### src/rtl/asfg_pkg.sv
package asfg_pkg;

  localparam int DelayDepth = 64;
  localparam int MaxOut     = 64;
  localparam int HoldCap    = (DelayDepth < MaxOut) ? DelayDepth : MaxOut;
  localparam int AddrW      = $clog2(DelayDepth);
  localparam int CntW       = $clog2(DelayDepth + 1);
  localparam int RunW       = 7;
  localparam int CalcW      = (CntW > RunW) ? CntW : RunW;
  localparam int DataW      = 16;
  localparam int ThrW       = 15;
  localparam int LenW       = 6;
  localparam int CfgIdxW    = 2;

  localparam logic [RunW-1:0] RunSat = 7'd127;

  localparam logic [ThrW-1:0] ThrReset     = 15'd33;
  localparam logic [LenW-1:0] MinRunReset  = 6'd32;
  localparam logic [LenW-1:0] MinFragReset = 6'd32;

  typedef enum logic [CfgIdxW-1:0] {
    CfgThreshold = 2'd0,
    CfgMinRun    = 2'd1,
    CfgMinFrag   = 2'd2
  } cfg_idx_e;

  typedef enum logic [2:0] {
    StIdle,
    StEval,
    StPlan,
    StClear,
    StRead,
    StLoad
  } state_e;

  typedef struct packed {
    logic [ThrW-1:0] thr;
    logic [LenW-1:0] min_run;
    logic [LenW-1:0] min_frag;
  } cfg_t;

  typedef struct packed {
    logic             we;
    logic [AddrW-1:0] waddr;
    logic [DataW-1:0] wdata;
    logic             re;
    logic [AddrW-1:0] raddr;
  } mem_req_t;

  // ring slot of the k-th held sample counted from base
  function automatic logic [AddrW-1:0] slot(input logic [AddrW-1:0] base,
                                            input logic [CntW-1:0]  k);
    logic [AddrW:0] sum;
    sum = {1'b0, base} + (AddrW + 1)'(k);
    if (sum >= (AddrW + 1)'(DelayDepth)) begin
      sum = sum - (AddrW + 1)'(DelayDepth);
    end
    return sum[AddrW-1:0];
  endfunction

endpackage

### src/rtl/asfg_ram.sv
module asfg_ram #(
  parameter int Width = 16,
  parameter int Depth = 64
) (
  input  logic                     clk_i,
  input  logic                     we_i,
  input  logic [$clog2(Depth)-1:0] waddr_i,
  input  logic [Width-1:0]         wdata_i,
  input  logic                     re_i,
  input  logic [$clog2(Depth)-1:0] raddr_i,
  output logic [Width-1:0]         rdata_o
);

  logic [Width-1:0] mem [Depth];

  always_ff @(posedge clk_i) begin
    if (we_i) begin
      mem[waddr_i] <= wdata_i;
    end
  end

  always_ff @(posedge clk_i) begin
    if (re_i) begin
      rdata_o <= mem[raddr_i];
    end
  end

endmodule

### src/rtl/asfg_ctrl.sv
module asfg_ctrl (
  input  logic                            clk_i,
  input  logic                            rst_ni,
  input  asfg_pkg::cfg_t                  cfg_i,
  input  logic                            in_valid_i,
  input  logic signed [asfg_pkg::DataW-1:0] sample_i,
  input  logic                            last_i,
  input  logic                            out_free_i,
  output logic                            in_ready_o,
  output asfg_pkg::mem_req_t              mem_o,
  output logic                            out_load_o,
  output logic                            out_last_o
);

  asfg_pkg::state_e state_q, state_d;

  logic [asfg_pkg::AddrW-1:0] head_q, head_d;
  logic [asfg_pkg::CntW-1:0]  fill_q, fill_d;
  logic [asfg_pkg::RunW-1:0]  run_q, run_d;
  logic [asfg_pkg::RunW-1:0]  frag_q, frag_d;
  logic                       silent_q, silent_d;
  logic                       last_q, last_d;
  logic                       clr_q, clr_d;
  logic                       one_q, one_d;
  logic [asfg_pkg::CntW-1:0]  count_q, count_d;
  logic [asfg_pkg::CntW-1:0]  k_q, k_d;
  logic [asfg_pkg::CntW-1:0]  emit_q, emit_d;
  logic                       olast_q, olast_d;

  logic                       accept;
  logic [asfg_pkg::DataW-1:0] mag;
  logic                       silent_c;

  logic [asfg_pkg::RunW-1:0]  min_run_w, min_frag_w;
  logic [asfg_pkg::RunW-1:0]  run_inc;
  logic                       over_p, over_n;
  logic [asfg_pkg::RunW:0]    frag_sum;
  logic [asfg_pkg::RunW-1:0]  frag_sat;

  logic [asfg_pkg::CalcW-1:0] run_w, fill_w, frag_w;
  logic [asfg_pkg::CalcW-1:0] n_w, rest_w, m_w, zc_w;
  logic [asfg_pkg::RunW-1:0]  pend;
  logic [asfg_pkg::CalcW-1:0] pend_w, keep_w, keep2_w, ex_w;
  logic                       frag_short;

  assign accept = in_valid_i && (state_q == asfg_pkg::StIdle);

  // magnitude of Q15; -32768 maps to 32768
  assign mag      = sample_i[asfg_pkg::DataW-1] ? (~sample_i + 16'd1) : sample_i;
  assign silent_c = mag < {1'b0, cfg_i.thr};

  assign min_run_w  = {1'b0, cfg_i.min_run};
  assign min_frag_w = {1'b0, cfg_i.min_frag};

  // run and fragment update
  assign run_inc  = (run_q == asfg_pkg::RunSat) ? asfg_pkg::RunSat : run_q + 7'd1;
  assign over_p   = run_q > min_run_w;
  assign over_n   = run_inc > min_run_w;
  assign frag_sum = {1'b0, frag_q} + {1'b0, run_q} + 8'd1;
  assign frag_sat = (frag_sum > {1'b0, asfg_pkg::RunSat}) ? asfg_pkg::RunSat
                                                          : frag_sum[asfg_pkg::RunW-1:0];

  // clear span and release count, from the updated run and fragment
  assign run_w      = asfg_pkg::CalcW'(run_q);
  assign fill_w     = asfg_pkg::CalcW'(fill_q);
  assign frag_w     = asfg_pkg::CalcW'(frag_q);
  assign frag_short = frag_q < min_frag_w;
  assign n_w        = (run_w < fill_w) ? run_w : fill_w;
  assign rest_w     = fill_w - n_w;
  assign m_w        = ((frag_q != '0) && frag_short) ? ((frag_w < rest_w) ? frag_w : rest_w)
                                                     : '0;
  assign zc_w       = clr_q ? (n_w + m_w) : (one_q ? asfg_pkg::CalcW'(1) : '0);

  assign pend    = (run_q <= min_run_w) ? (run_q + (frag_short ? frag_q : '0)) : '0;
  assign pend_w  = asfg_pkg::CalcW'(pend);
  assign keep_w  = (pend_w < asfg_pkg::CalcW'(asfg_pkg::HoldCap - 1)) ? pend_w
                 : asfg_pkg::CalcW'(asfg_pkg::HoldCap - 1);
  assign keep2_w = (keep_w < fill_w) ? keep_w : fill_w;
  assign ex_w    = last_q ? fill_w : (fill_w - keep2_w);

  always_comb begin
    state_d = state_q;
    case (state_q)
      asfg_pkg::StIdle: begin
        if (accept) begin
          state_d = asfg_pkg::StEval;
        end
      end
      asfg_pkg::StEval: begin
        state_d = asfg_pkg::StPlan;
      end
      asfg_pkg::StPlan: begin
        if (zc_w != '0) begin
          state_d = asfg_pkg::StClear;
        end else if (ex_w != '0) begin
          state_d = asfg_pkg::StRead;
        end else begin
          state_d = asfg_pkg::StIdle;
        end
      end
      asfg_pkg::StClear: begin
        if (count_q == asfg_pkg::CntW'(1)) begin
          state_d = (emit_q != '0) ? asfg_pkg::StRead : asfg_pkg::StIdle;
        end
      end
      asfg_pkg::StRead: begin
        if (out_free_i) begin
          state_d = asfg_pkg::StLoad;
        end
      end
      asfg_pkg::StLoad: begin
        state_d = (emit_q == '0) ? asfg_pkg::StIdle : asfg_pkg::StRead;
      end
      default: begin
        state_d = asfg_pkg::StIdle;
      end
    endcase
  end

  always_comb begin
    in_ready_o = 1'b0;
    out_load_o = 1'b0;
    mem_o      = '0;
    case (state_q)
      asfg_pkg::StIdle: begin
        in_ready_o  = 1'b1;
        mem_o.we    = accept;
        mem_o.waddr = asfg_pkg::slot(head_q, fill_q);
        mem_o.wdata = sample_i;
      end
      asfg_pkg::StClear: begin
        mem_o.we    = 1'b1;
        mem_o.waddr = asfg_pkg::slot(head_q, k_q);
        mem_o.wdata = '0;
      end
      asfg_pkg::StRead: begin
        mem_o.re    = out_free_i;
        mem_o.raddr = head_q;
      end
      asfg_pkg::StLoad: begin
        out_load_o = 1'b1;
      end
      default: begin
        in_ready_o = 1'b0;
      end
    endcase
  end

  assign out_last_o = olast_q;

  always_comb begin
    head_d   = head_q;
    fill_d   = fill_q;
    run_d    = run_q;
    frag_d   = frag_q;
    silent_d = silent_q;
    last_d   = last_q;
    clr_d    = clr_q;
    one_d    = one_q;
    count_d  = count_q;
    k_d      = k_q;
    emit_d   = emit_q;
    olast_d  = olast_q;
    case (state_q)
      asfg_pkg::StIdle: begin
        if (accept) begin
          fill_d   = fill_q + asfg_pkg::CntW'(1);
          silent_d = silent_c;
          last_d   = last_i;
        end
      end
      asfg_pkg::StEval: begin
        if (silent_q) begin
          run_d = run_inc;
          clr_d = (over_n && !over_p) || (last_q && !over_n);
          one_d = over_n && over_p;
        end else begin
          run_d  = '0;
          frag_d = over_p ? 7'd1 : frag_sat;
          clr_d  = 1'b0;
          one_d  = 1'b0;
        end
      end
      asfg_pkg::StPlan: begin
        count_d = zc_w[asfg_pkg::CntW-1:0];
        k_d     = fill_q - zc_w[asfg_pkg::CntW-1:0];
        emit_d  = ex_w[asfg_pkg::CntW-1:0];
        if (last_q) begin
          run_d  = '0;
          frag_d = '0;
        end
      end
      asfg_pkg::StClear: begin
        k_d     = k_q + asfg_pkg::CntW'(1);
        count_d = count_q - asfg_pkg::CntW'(1);
      end
      asfg_pkg::StRead: begin
        if (out_free_i) begin
          head_d  = asfg_pkg::slot(head_q, asfg_pkg::CntW'(1));
          fill_d  = fill_q - asfg_pkg::CntW'(1);
          emit_d  = emit_q - asfg_pkg::CntW'(1);
          olast_d = last_q && (fill_q == asfg_pkg::CntW'(1));
        end
      end
      asfg_pkg::StLoad: begin
        // end of clip: ring restarts at slot zero
        if ((emit_q == '0) && last_q) begin
          head_d = '0;
        end
      end
      default: begin
        head_d = head_q;
      end
    endcase
  end

  always_ff @(posedge clk_i or negedge rst_ni) begin
    if (!rst_ni) begin
      state_q  <= asfg_pkg::StIdle;
      head_q   <= '0;
      fill_q   <= '0;
      run_q    <= '0;
      frag_q   <= '0;
      silent_q <= 1'b0;
      last_q   <= 1'b0;
      clr_q    <= 1'b0;
      one_q    <= 1'b0;
      count_q  <= '0;
      k_q      <= '0;
      emit_q   <= '0;
      olast_q  <= 1'b0;
    end else begin
      state_q  <= state_d;
      head_q   <= head_d;
      fill_q   <= fill_d;
      run_q    <= run_d;
      frag_q   <= frag_d;
      silent_q <= silent_d;
      last_q   <= last_d;
      clr_q    <= clr_d;
      one_q    <= one_d;
      count_q  <= count_d;
      k_q      <= k_d;
      emit_q   <= emit_d;
      olast_q  <= olast_d;
    end
  end

endmodule

### src/rtl/audio_silence_fragment_gate_core.sv
// Channel  Direction  Handshake               Payload
// cfg      in         cfg_we_i                cfg_idx_i, cfg_data_i
// in       in         in_valid_i/in_ready_o   sample_in_i, last_in_i
// out      out        out_valid_o/out_ready_i sample_out_o, last_out_o
//
// One item at a time: a sample is taken and evaluated, then each zeroed ring entry
// (0..64) is written in turn, then each released sample is read through the single
// ring read port and loaded, held back while the output is full and out_ready_i is low.
// Reset is asynchronous; thresholds return to 33/32/32, ring entries are not cleared.
// The output register holds the last result while the next input is taken.
module audio_silence_fragment_gate_core (
  input  logic                                clk_i,
  input  logic                                rst_ni,
  input  logic                                cfg_we_i,
  input  logic [asfg_pkg::CfgIdxW-1:0]        cfg_idx_i,
  input  logic [asfg_pkg::ThrW-1:0]           cfg_data_i,
  input  logic                                in_valid_i,
  output logic                                in_ready_o,
  input  logic signed [asfg_pkg::DataW-1:0]   sample_in_i,
  input  logic                                last_in_i,
  output logic                                out_valid_o,
  input  logic                                out_ready_i,
  output logic signed [asfg_pkg::DataW-1:0]   sample_out_o,
  output logic                                last_out_o
);

  asfg_pkg::cfg_t     cfg_q, cfg_d;
  asfg_pkg::mem_req_t mem;

  logic                       out_load, out_last;
  logic [asfg_pkg::DataW-1:0] rdata;
  logic                       out_valid_q, out_valid_d;
  logic [asfg_pkg::DataW-1:0] out_sample_q, out_sample_d;
  logic                       out_last_q, out_last_d;

  always_comb begin
    cfg_d = cfg_q;
    if (cfg_we_i) begin
      case (asfg_pkg::cfg_idx_e'(cfg_idx_i))
        asfg_pkg::CfgThreshold: cfg_d.thr      = cfg_data_i;
        asfg_pkg::CfgMinRun:    cfg_d.min_run  = cfg_data_i[asfg_pkg::LenW-1:0];
        asfg_pkg::CfgMinFrag:   cfg_d.min_frag = cfg_data_i[asfg_pkg::LenW-1:0];
        default:                cfg_d          = cfg_q;
      endcase
    end
  end

  always_ff @(posedge clk_i or negedge rst_ni) begin
    if (!rst_ni) begin
      cfg_q.thr      <= asfg_pkg::ThrReset;
      cfg_q.min_run  <= asfg_pkg::MinRunReset;
      cfg_q.min_frag <= asfg_pkg::MinFragReset;
    end else begin
      cfg_q <= cfg_d;
    end
  end

  asfg_ctrl u_ctrl (
    .clk_i      (clk_i),
    .rst_ni     (rst_ni),
    .cfg_i      (cfg_q),
    .in_valid_i (in_valid_i),
    .sample_i   (sample_in_i),
    .last_i     (last_in_i),
    .out_free_i (!out_valid_q || out_ready_i),
    .in_ready_o (in_ready_o),
    .mem_o      (mem),
    .out_load_o (out_load),
    .out_last_o (out_last)
  );

  asfg_ram #(
    .Width (asfg_pkg::DataW),
    .Depth (asfg_pkg::DelayDepth)
  ) u_ram (
    .clk_i   (clk_i),
    .we_i    (mem.we),
    .waddr_i (mem.waddr),
    .wdata_i (mem.wdata),
    .re_i    (mem.re),
    .raddr_i (mem.raddr),
    .rdata_o (rdata)
  );

  // output register; a load only follows a read issued while it was free
  always_comb begin
    out_valid_d  = out_valid_q;
    out_sample_d = out_sample_q;
    out_last_d   = out_last_q;
    if (out_load) begin
      out_valid_d  = 1'b1;
      out_sample_d = rdata;
      out_last_d   = out_last;
    end else if (out_ready_i) begin
      out_valid_d = 1'b0;
    end
  end

  always_ff @(posedge clk_i or negedge rst_ni) begin
    if (!rst_ni) begin
      out_valid_q <= 1'b0;
    end else begin
      out_valid_q <= out_valid_d;
    end
  end

  always_ff @(posedge clk_i) begin
    out_sample_q <= out_sample_d;
    out_last_q   <= out_last_d;
  end

  assign out_valid_o  = out_valid_q;
  assign sample_out_o = out_sample_q;
  assign last_out_o   = out_last_q;

endmodule

### config.mk
export PLATFORM = sky130hd
export DESIGN_NAME = audio_silence_fragment_gate_core
export DESIGN_NICKNAME = d
export VERILOG_FILES = /design/src/rtl/asfg_pkg.sv /design/src/rtl/asfg_ram.sv /design/src/rtl/asfg_ctrl.sv /design/src/rtl/audio_silence_fragment_gate_core.sv
export SDC_FILE = /design/constraint.sdc
export NUM_CORES = 2
export LEC_CHECK = 0
export ABC_CLOCK_PERIOD_IN_PS = 8200
export BUFFER_PORTS_ARGS = -buffer_cell sky130_fd_sc_hd__buf_2
export CORE_UTILIZATION = 47
export CTS_BUF_LIST = sky130_fd_sc_hd__clkbuf_16
export CTS_CLUSTER_SIZE = 10
export DETAILED_ROUTE_END_ITERATION = 7
export GPL_TIMING_DRIVEN = 0
export PLACE_DENSITY = 0.62
export SKIP_CTS_REPAIR_TIMING = 1
export SLEW_MARGIN = 20
export SYNTH_ARGS = -nofsm -noshare
export SYNTH_HDL_FRONTEND = slang
export SYNTH_SLANG_ARGS = --single-unit
### constraint.sdc
create_clock -name clk_i -period 8.2 [get_ports clk_i]
set_input_delay 0.82 -clock clk_i [delete_from_list [all_inputs] [get_ports clk_i]]
set_output_delay 0.82 -clock clk_i [all_outputs]
set_load 0.01 [all_outputs]
== Yosys cells after proc, flatten, opt, wreduce, memory -nomap -nowiden ==
Memories as Yosys holds them, arrays and structs flattened. A register that Yosys moved wholly into a read port is not among the register bits.
Index checks and enable logic that the tools add are counted.

* Add/subtract/negate cells: 20
* Magnitude comparators: 13
* Equal/unequal tests: 16
* Multiplexer cells: 50
* Bitwise logic cells: 1
* Reductions and logical operators: 36

{| class="wikitable"
|+ Operators by type and width
! kind !! number
|-
| 7-bit two-way mux || 19
|-
| 7-bit case mux with 2 select lines || 6
|-
| 23-bit case mux with 2 select lines || 1
|-
| 6-bit two-way mux || 5
|-
| 7-bit nonzero test || 4
|-
| 7-bit by 1-bit adder with 7-bit output, second input constant || 3
|-
| 7-bit greater-or-equal comparator, second input constant || 3
|-
| 7-bit < comparator || 3
|-
| 3-bit two-way mux || 7
|-
| 7-bit by 1-bit subtractor with 7-bit output, second input constant || 3
|-
| 7-bit subtractor || 3
|-
| 3-bit case mux with 6 select lines || 1
|-
| 6-bit by 1-bit subtractor with 6-bit output, second input constant || 3
|-
| 16-bit by 1-bit adder with 16-bit output, second input constant || 1
|-
| 16-bit by 15-bit < comparator with 1-bit output || 1
|-
| 16-bit two-way mux || 1
|-
| 16-bit inverter || 1
|-
| 6-bit by 7-bit adder with 7-bit output || 2
|-
| 7-bit adder || 2
|-
| 7-bit by 1-bit == test with 1-bit output, second input constant || 2
|-
| 7-bit by 6-bit greater-than comparator with 1-bit output || 2
|-
| 2-bit AND reduction || 7
|-
| 6-bit case mux with 2 select lines || 1
|-
| 3-bit AND reduction || 4
|-
| other kinds (23) || 51
|}

* Flip-flop bits (word level): 101
* Memory bits (writable): 1024
* Input port bits: 39
* Output and inout port bits: 19
* Logic and storage cells: 156
* Memories: 1

{| class="wikitable"
|+ Memories
! name !! depth !! width !! read ports !! clocked after Yosys merged registers in !! write ports !! RTL line !! RTL
|-
| u_ram.mem || 64 || 16 || 1 || 1 || 1 || asfg_ram.sv:14 || <nowiki>logic [Width-1:0] mem [Depth];</nowiki>
|}

== Logic depth before layout (Yosys ltp) ==
* Depth after elaboration: 14
* Depth in mapped cells: 35
* Gate-level depth less buffers: 33

== By module ==
From an unflattened synthesis, not the netlist that was laid out.

* Cells, all modules: 2724
* Area, all modules: 48423.9 µm²

{| class="wikitable"
|+ By module, submodules not included
! module !! times used !! cells an instance !! area each (µm²) !! sequential area each (µm²)
|-
| asfg_ram || 1 || 1829 || 40202.3 || 31230.0
|-
| asfg_ctrl || 1 || 817 || 6643.9 || 1376.3
|-
| audio_silence_fragment_gate_core || 1 || 78 || 1577.8 || 1216.2
|}

== Worst setup path before layout ==
OpenSTA, ideal clock, no wires.

* Path kind: register to register
* Start: register u_ctrl.fill_q[2] (netlist bit)
* End: register u_ctrl.k_q[5] (netlist bit)
* Library setup time: 0.141 ns
* Arrival time: 6.434 ns
* Required time: 8.059 ns
* Path slack: 1.625 ns
* Cell stages (with the launch flop): 33
* Path buffers: 1
* Period minus slack after synthesis: 6.575 ns
* Path through: dfrtp_1 -> inv_1 -> ha_1 -> a21o_1 -> a31oi_1 -> o21a_1 -> clkbuf_1 -> nor2_1 -> a21o_1 -> fa_1 -> nor2b_1 -> o31a_1 -> o21ai_0 -> a211o_1 -> and2_1 -> ha_1 -> nand2_1 -> o21ai_1 -> nor2_1 -> a211oi_1 -> ha_1 -> inv_1 -> fa_1 -> nand2b_1 -> ha_1 -> nor2b_1 -> o21ai_0 -> nand2b_1 -> a21o_1 -> a21oi_1 -> xnor2_1 -> xnor2_1 -> a21oi_1

* Cells in the longest elaborated chain, start to end: 10

{| class="wikitable"
|+ RTL lines
! element !! RTL line !! RTL
|-
| from (decl) || asfg_ctrl.sv:18 || <nowiki>logic [asfg_pkg::CntW-1:0] fill_q, fill_d;</nowiki>
|-
| from (signal assigned) || asfg_ctrl.sv:235 || <nowiki>fill_q <= fill_d;</nowiki>
|-
| 7-bit < comparator || asfg_ctrl.sv:68 || <nowiki>assign n_w = (run_w < fill_w) ? run_w : fill_w;</nowiki>
|-
| 7-bit two-way mux || asfg_ctrl.sv:68 ||
|-
| 7-bit subtractor || asfg_ctrl.sv:69 || <nowiki>assign rest_w = fill_w - n_w;</nowiki>
|-
| 7-bit < comparator || asfg_ctrl.sv:70 || <nowiki>assign m_w = ((frag_q != '0) && frag_short) ? ((frag_w < rest_w) ? frag_w : rest_w)</nowiki>
|-
| 7-bit two-way mux (2 in a row) || asfg_ctrl.sv:70 ||
|-
| 7-bit adder || asfg_ctrl.sv:72 || <nowiki>assign zc_w = clr_q ? (n_w + m_w) : (one_q ? asfg_pkg::CalcW'(1) : '0);</nowiki>
|-
| 7-bit two-way mux || asfg_ctrl.sv:72 ||
|-
| 7-bit subtractor (*) || asfg_ctrl.sv:186 || <nowiki>k_d = fill_q - zc_w[asfg_pkg::CntW-1:0];</nowiki>
|-
| 7-bit case mux with 2 select lines (*) || asfg_ctrl.sv:164 || <nowiki>case (state_q)</nowiki>
|-
| to (signal assigned) || asfg_ctrl.sv:243 || <nowiki>k_q <= k_d;</nowiki>
|-
| to (decl) || asfg_ctrl.sv:26 || <nowiki>logic [asfg_pkg::CntW-1:0] k_q, k_d;</nowiki>
|}

Mark *: on every way between the ends. The rest lies on a longest branch, timed or not.
A chain may end at the register's enable or synchronous reset.

== Final worst setup path ==
* Start: register u_ctrl.fill_q[1] (netlist bit)
* End: register u_ctrl.k_q[5] (netlist bit)

The elaborated chain is that of the path after synthesis.

==> flow_metrics.tcl <==
set metrics [dict create \
    status "complete, no violations" \
    irDropWorstVdd_v 0.0002199 \
    synth_edf_count 1057 \
    hold_viol_final 0 \
    drive_gt1_share_pct 22.64 \
    switching_share_pct 34.49 \
    cp.arrival_ns 8.27 \
    io_pins 58 \
    hold_class "input port to async pin" \
    cts_sinks 1140 \
    drcViolationCount 0 \
    num_rows 117 \
    wl_um 129300 \
    drv_slew 0 \
    skew_ns 0.03244 \
    p_int_mw 12.37 \
    power_frac_seq_pct 38.3 \
    max_stage_delay_ns 0.59 \
    critPathKind "flip-flop to flip-flop" \
    utilization_pct 54.26 \
    critPathLaunchType "flip-flop" \
    finalSetupViolations 0 \
    clock_latency_ns 0.75 \
    cts_tree "built" \
    power.total_mw 18.88 \
    die_area_mm2 0.1041 \
    worstMarginPinSlew_ns 1.274 \
    h-tree-depth 4 \
    core_mm2 0.1019 \
    yosysTopAreaCell "edfxtp_1" \
    vias 28150 \
    nets 3335 \
    finalCritPeriodShare_pct 93.69 \
    overflow 0 \
    syn_area_per_cell_um2 16.45 \
    drt_iter0_drc 3251 \
    hpwlAfterDp_um 88960 \
    r2r_slack_ns 0.52 \
    end_kind "flip-flop" \
    syn_to_final_growth_pct 14.36 \
    synth.distinct_cells 70 \
    fmax_mhz 130.2 \
    cts_root_buf "clkbuf_16" \
    drtPass1Iterations 6 \
    antenna_left 0 \
    syn_nets 3086 \
    fin_crit_ns 7.682 \
    crit_slowest_cell "dfrtp_1" \
    grt_antenna_before_repair 0 \
    grt_max_degree 65 \
    grtUsageTotal_pct 25.21 \
    die_h_um 322.7 \
    synthArstFlopShare_pct 7.281 \
    clk_pin_slew_ns 0.06 \
    maxSlewHeadroom_pct 14.83 \
    synth_ff_type "edfxtp_1" \
    clock_path_buffers 3 \
    wl_per_cell_um 28.07 \
    viasPerCell 6.112 \
    start_util_pct 47.44 \
    dr_wl_met3_um 11450 \
    reg2reg_to "u_ctrl.k_q[5]" \
    critPathTopFamily "compound AO/OA/AOI/OAI gates" \
    reg2reg_depth 31 \
    wl_met1_um 53340 \
    synth-seq-cells 1140 \
    place.gp.congestion 0.9217 \
    clkPwrFrac_pct 28.0 \
    synth_top_area_share_pct 65.67 \
    leakage_nw 18.94 \
    grt_pass1_vias 27990 \
    crit_top_cell "ha_1" \
    wl_met2_um 60180 \
    synth_area_mm2 0.04834 \
    rsz0062_at_grt "false" \
    yosys_warnings 0 \
    drv_cap 0 \
    top_layer "met4" \
    fin_tns_setup_ns 0 \
    die_x_um 322.7 \
    synth_area_leaders "edfxtp_1 66%, mux4_2 8.9%, dfrtp_1 4.1%, mux2_2 3.4%, ha_1 2.6%" \
    netlist_instances 2939 \
    diodes 0 \
    ys_seq_area_share_pct 69.97 \
    p_per_area_mw_per_mm2 341.6 \
    power.switching_mw 6.513 \
    critPathBufInv 3 \
    worstReg2RegStart "u_ctrl.fill_q[1]" \
    cp_max_fo 10 \
    critical_path_required_ns 8.79 \
    p_comb_share_pct 33.7 \
    io_buffers 57 \
    cts_made_buffers 135 \
    grt_pass1_wl_um 188500 \
]
-- worst max-delay path by stage --
stage | start | depth (start not counted) | slack [ns] | to
6_report | u_ctrl.fill_q[1] | 31 | 0.52 | u_ctrl.k_q[5]
3_5_place_dp | u_ctrl.fill_q[1] | 32 | 0.39 | u_ctrl.k_q[5]
4_1_cts | u_ctrl.fill_q[1] | 32 | 0.33 | u_ctrl.k_q[5]
3_3_place_gp | u_ctrl.fill_q[1] | 32 | 0.43 | u_ctrl.k_q[5]
2_1_floorplan | u_ctrl.fill_q[2] | 32 | 1.63 | u_ctrl.k_q[5]
5_1_grt | u_ctrl.fill_q[2] | 31 | 0.03 | u_ctrl.k_q[5]
-- cells in the mapped netlist, types with 3 or more instances --
cell and count:
a21o_1 26, nand2b_1 23, nor2_1 128, o22ai_1 165
a22o_1 8, o21ai_1 3, o21a_1 11, xor2_1 11
buf_1 12, a21oi_1 44, o21bai_1 3, nor2b_1 13
buf_6 11, a211oi_1 7, nand3b_1 6, clkbuf_1 100
xnor2_1 40, and2_1 31, nor3_1 15, buf_2 26
o31ai_1 7, o41ai_1 4, dfstp_2 4, inv_1 72
a31oi_1 5, nand3_1 23, edfxtp_1 1057, and3_1 12
mux2i_1 11, nand2_1 242, fa_1 7, nand4b_1 3
o211ai_1 10, a21boi_0 3, nand4_1 10, dfrtp_1 79
mux2_2 145, o21ai_0 221, a22oi_1 4, mux4_2 192
ha_1 101
-- per-layer routing --
| metal | global-route usage (%) | up-vias |
|---|---|---|
| li1 | - | 12050 |
| met1 | 35.28 | 14530 |
| met2 | 39.03 | 1340 |
| met3 | 5.431 | 228 |
| met4 | 9.110 | 0 |
| met5 | 0 | - |
-- power groups by stage --
stage | registers (mW) | logic, mW | clock network (mW)
2_1_floorplan | 7.30 | 3.82 | 0
3_3_place_gp | 7.40 | 5.94 | 0
3_5_place_dp | 7.34 | 6.25 | 0
4_1_cts | 7.23 | 6.28 | 5.36
5_1_grt | 7.26 | 6.77 | 5.56
6_report | 7.24 | 6.37 | 5.28
-- state kept, by name, summed over array words and instances (netlist names), 7 cells and up --
register        flops
cfg_q              27
sample_out_o       16
u_ctrl.count_q      7
u_ctrl.emit_q       7
u_ctrl.fill_q       7
u_ctrl.frag_q       7
u_ctrl.run_q        7
u_ram.mem        1024
u_ram.rdata_o      16
-- area by class of cell --
type	instances	area, µm²
timing repair buffer	112	1212
clock buffer	137	3428
fill	8004	46610
clock inverter	49	374.1
buffer	149	675.6
multi-input combinational	1578	13780
inverter	72	270.3
tap	1368	1712
sequential	1140	33820
-- layout by cell type, fill, tap and decap left out, types with 11 or more instances in the layout --
master and n:
nor2_1 64, a21oi_1 44, ha_1 101, and3_1 12, dfrtp_1 79, mux2i_1 11
edfxtp_1 1057, o22ai_1 165, buf_8 22, o21a_1 11, nand2_1 242, nor3_1 15
and2_1 15, o21ai_0 221, nor2_2 64, buf_1 12, clkbuf_1 99, a21o_1 26
nor2b_1 13, nand3_1 22, buf_16 11, buf_2 82, clkbuf_16 137, mux4_2 192
inv_1 97, nand2b_1 23, buf_6 28, mux2_2 145, xnor2_1 40, xor2_1 11
and2_4 15
-- logic make-up after synthesis --
family	count (synthesis)	share of synthesized area (%)
xor+xnor	53	1.017
flops	1140	69.97
buf+inv	221	1.954
fa+ha+maj	108	2.904
simple gates	524	4.861
other cells	1	0.007758
compound gates	544	6.730
mux	348	12.55
-- stage by stage --
| stage | cells | hold WS, ns | setup WS, ns | cell area (µm²) |
|---|---|---|---|---|
| after floorplan | 2939 | 0.4003 | 1.625 | 48340 |
| after global placement | 4364 | 0.4014 | 0.4318 | 50330 |
| after detailed placement | 4419 | 0.4045 | 0.3860 | 51460 |
| after CTS | 4605 | 0.001265 | 0.3323 | 55260 |
| after global routing | 4605 | 0.04086 | 0.03291 | 55280 |
| final | 4605 | 0.03327 | 0.5177 | 55280 |
-- worst register-to-register path, delay by kind of cell (launching register included) --
kind	cells	cell delay, ns
AOI/OAI and AO/OA	14	2.86
adders and majority gates	6	2.08
and+or+nand+nor	6	0.86
buffers and inverters	3	0.83
DFF	1	0.59
xor gates and xnor gates	2	0.30
Power figures use the tool's default switching activity.
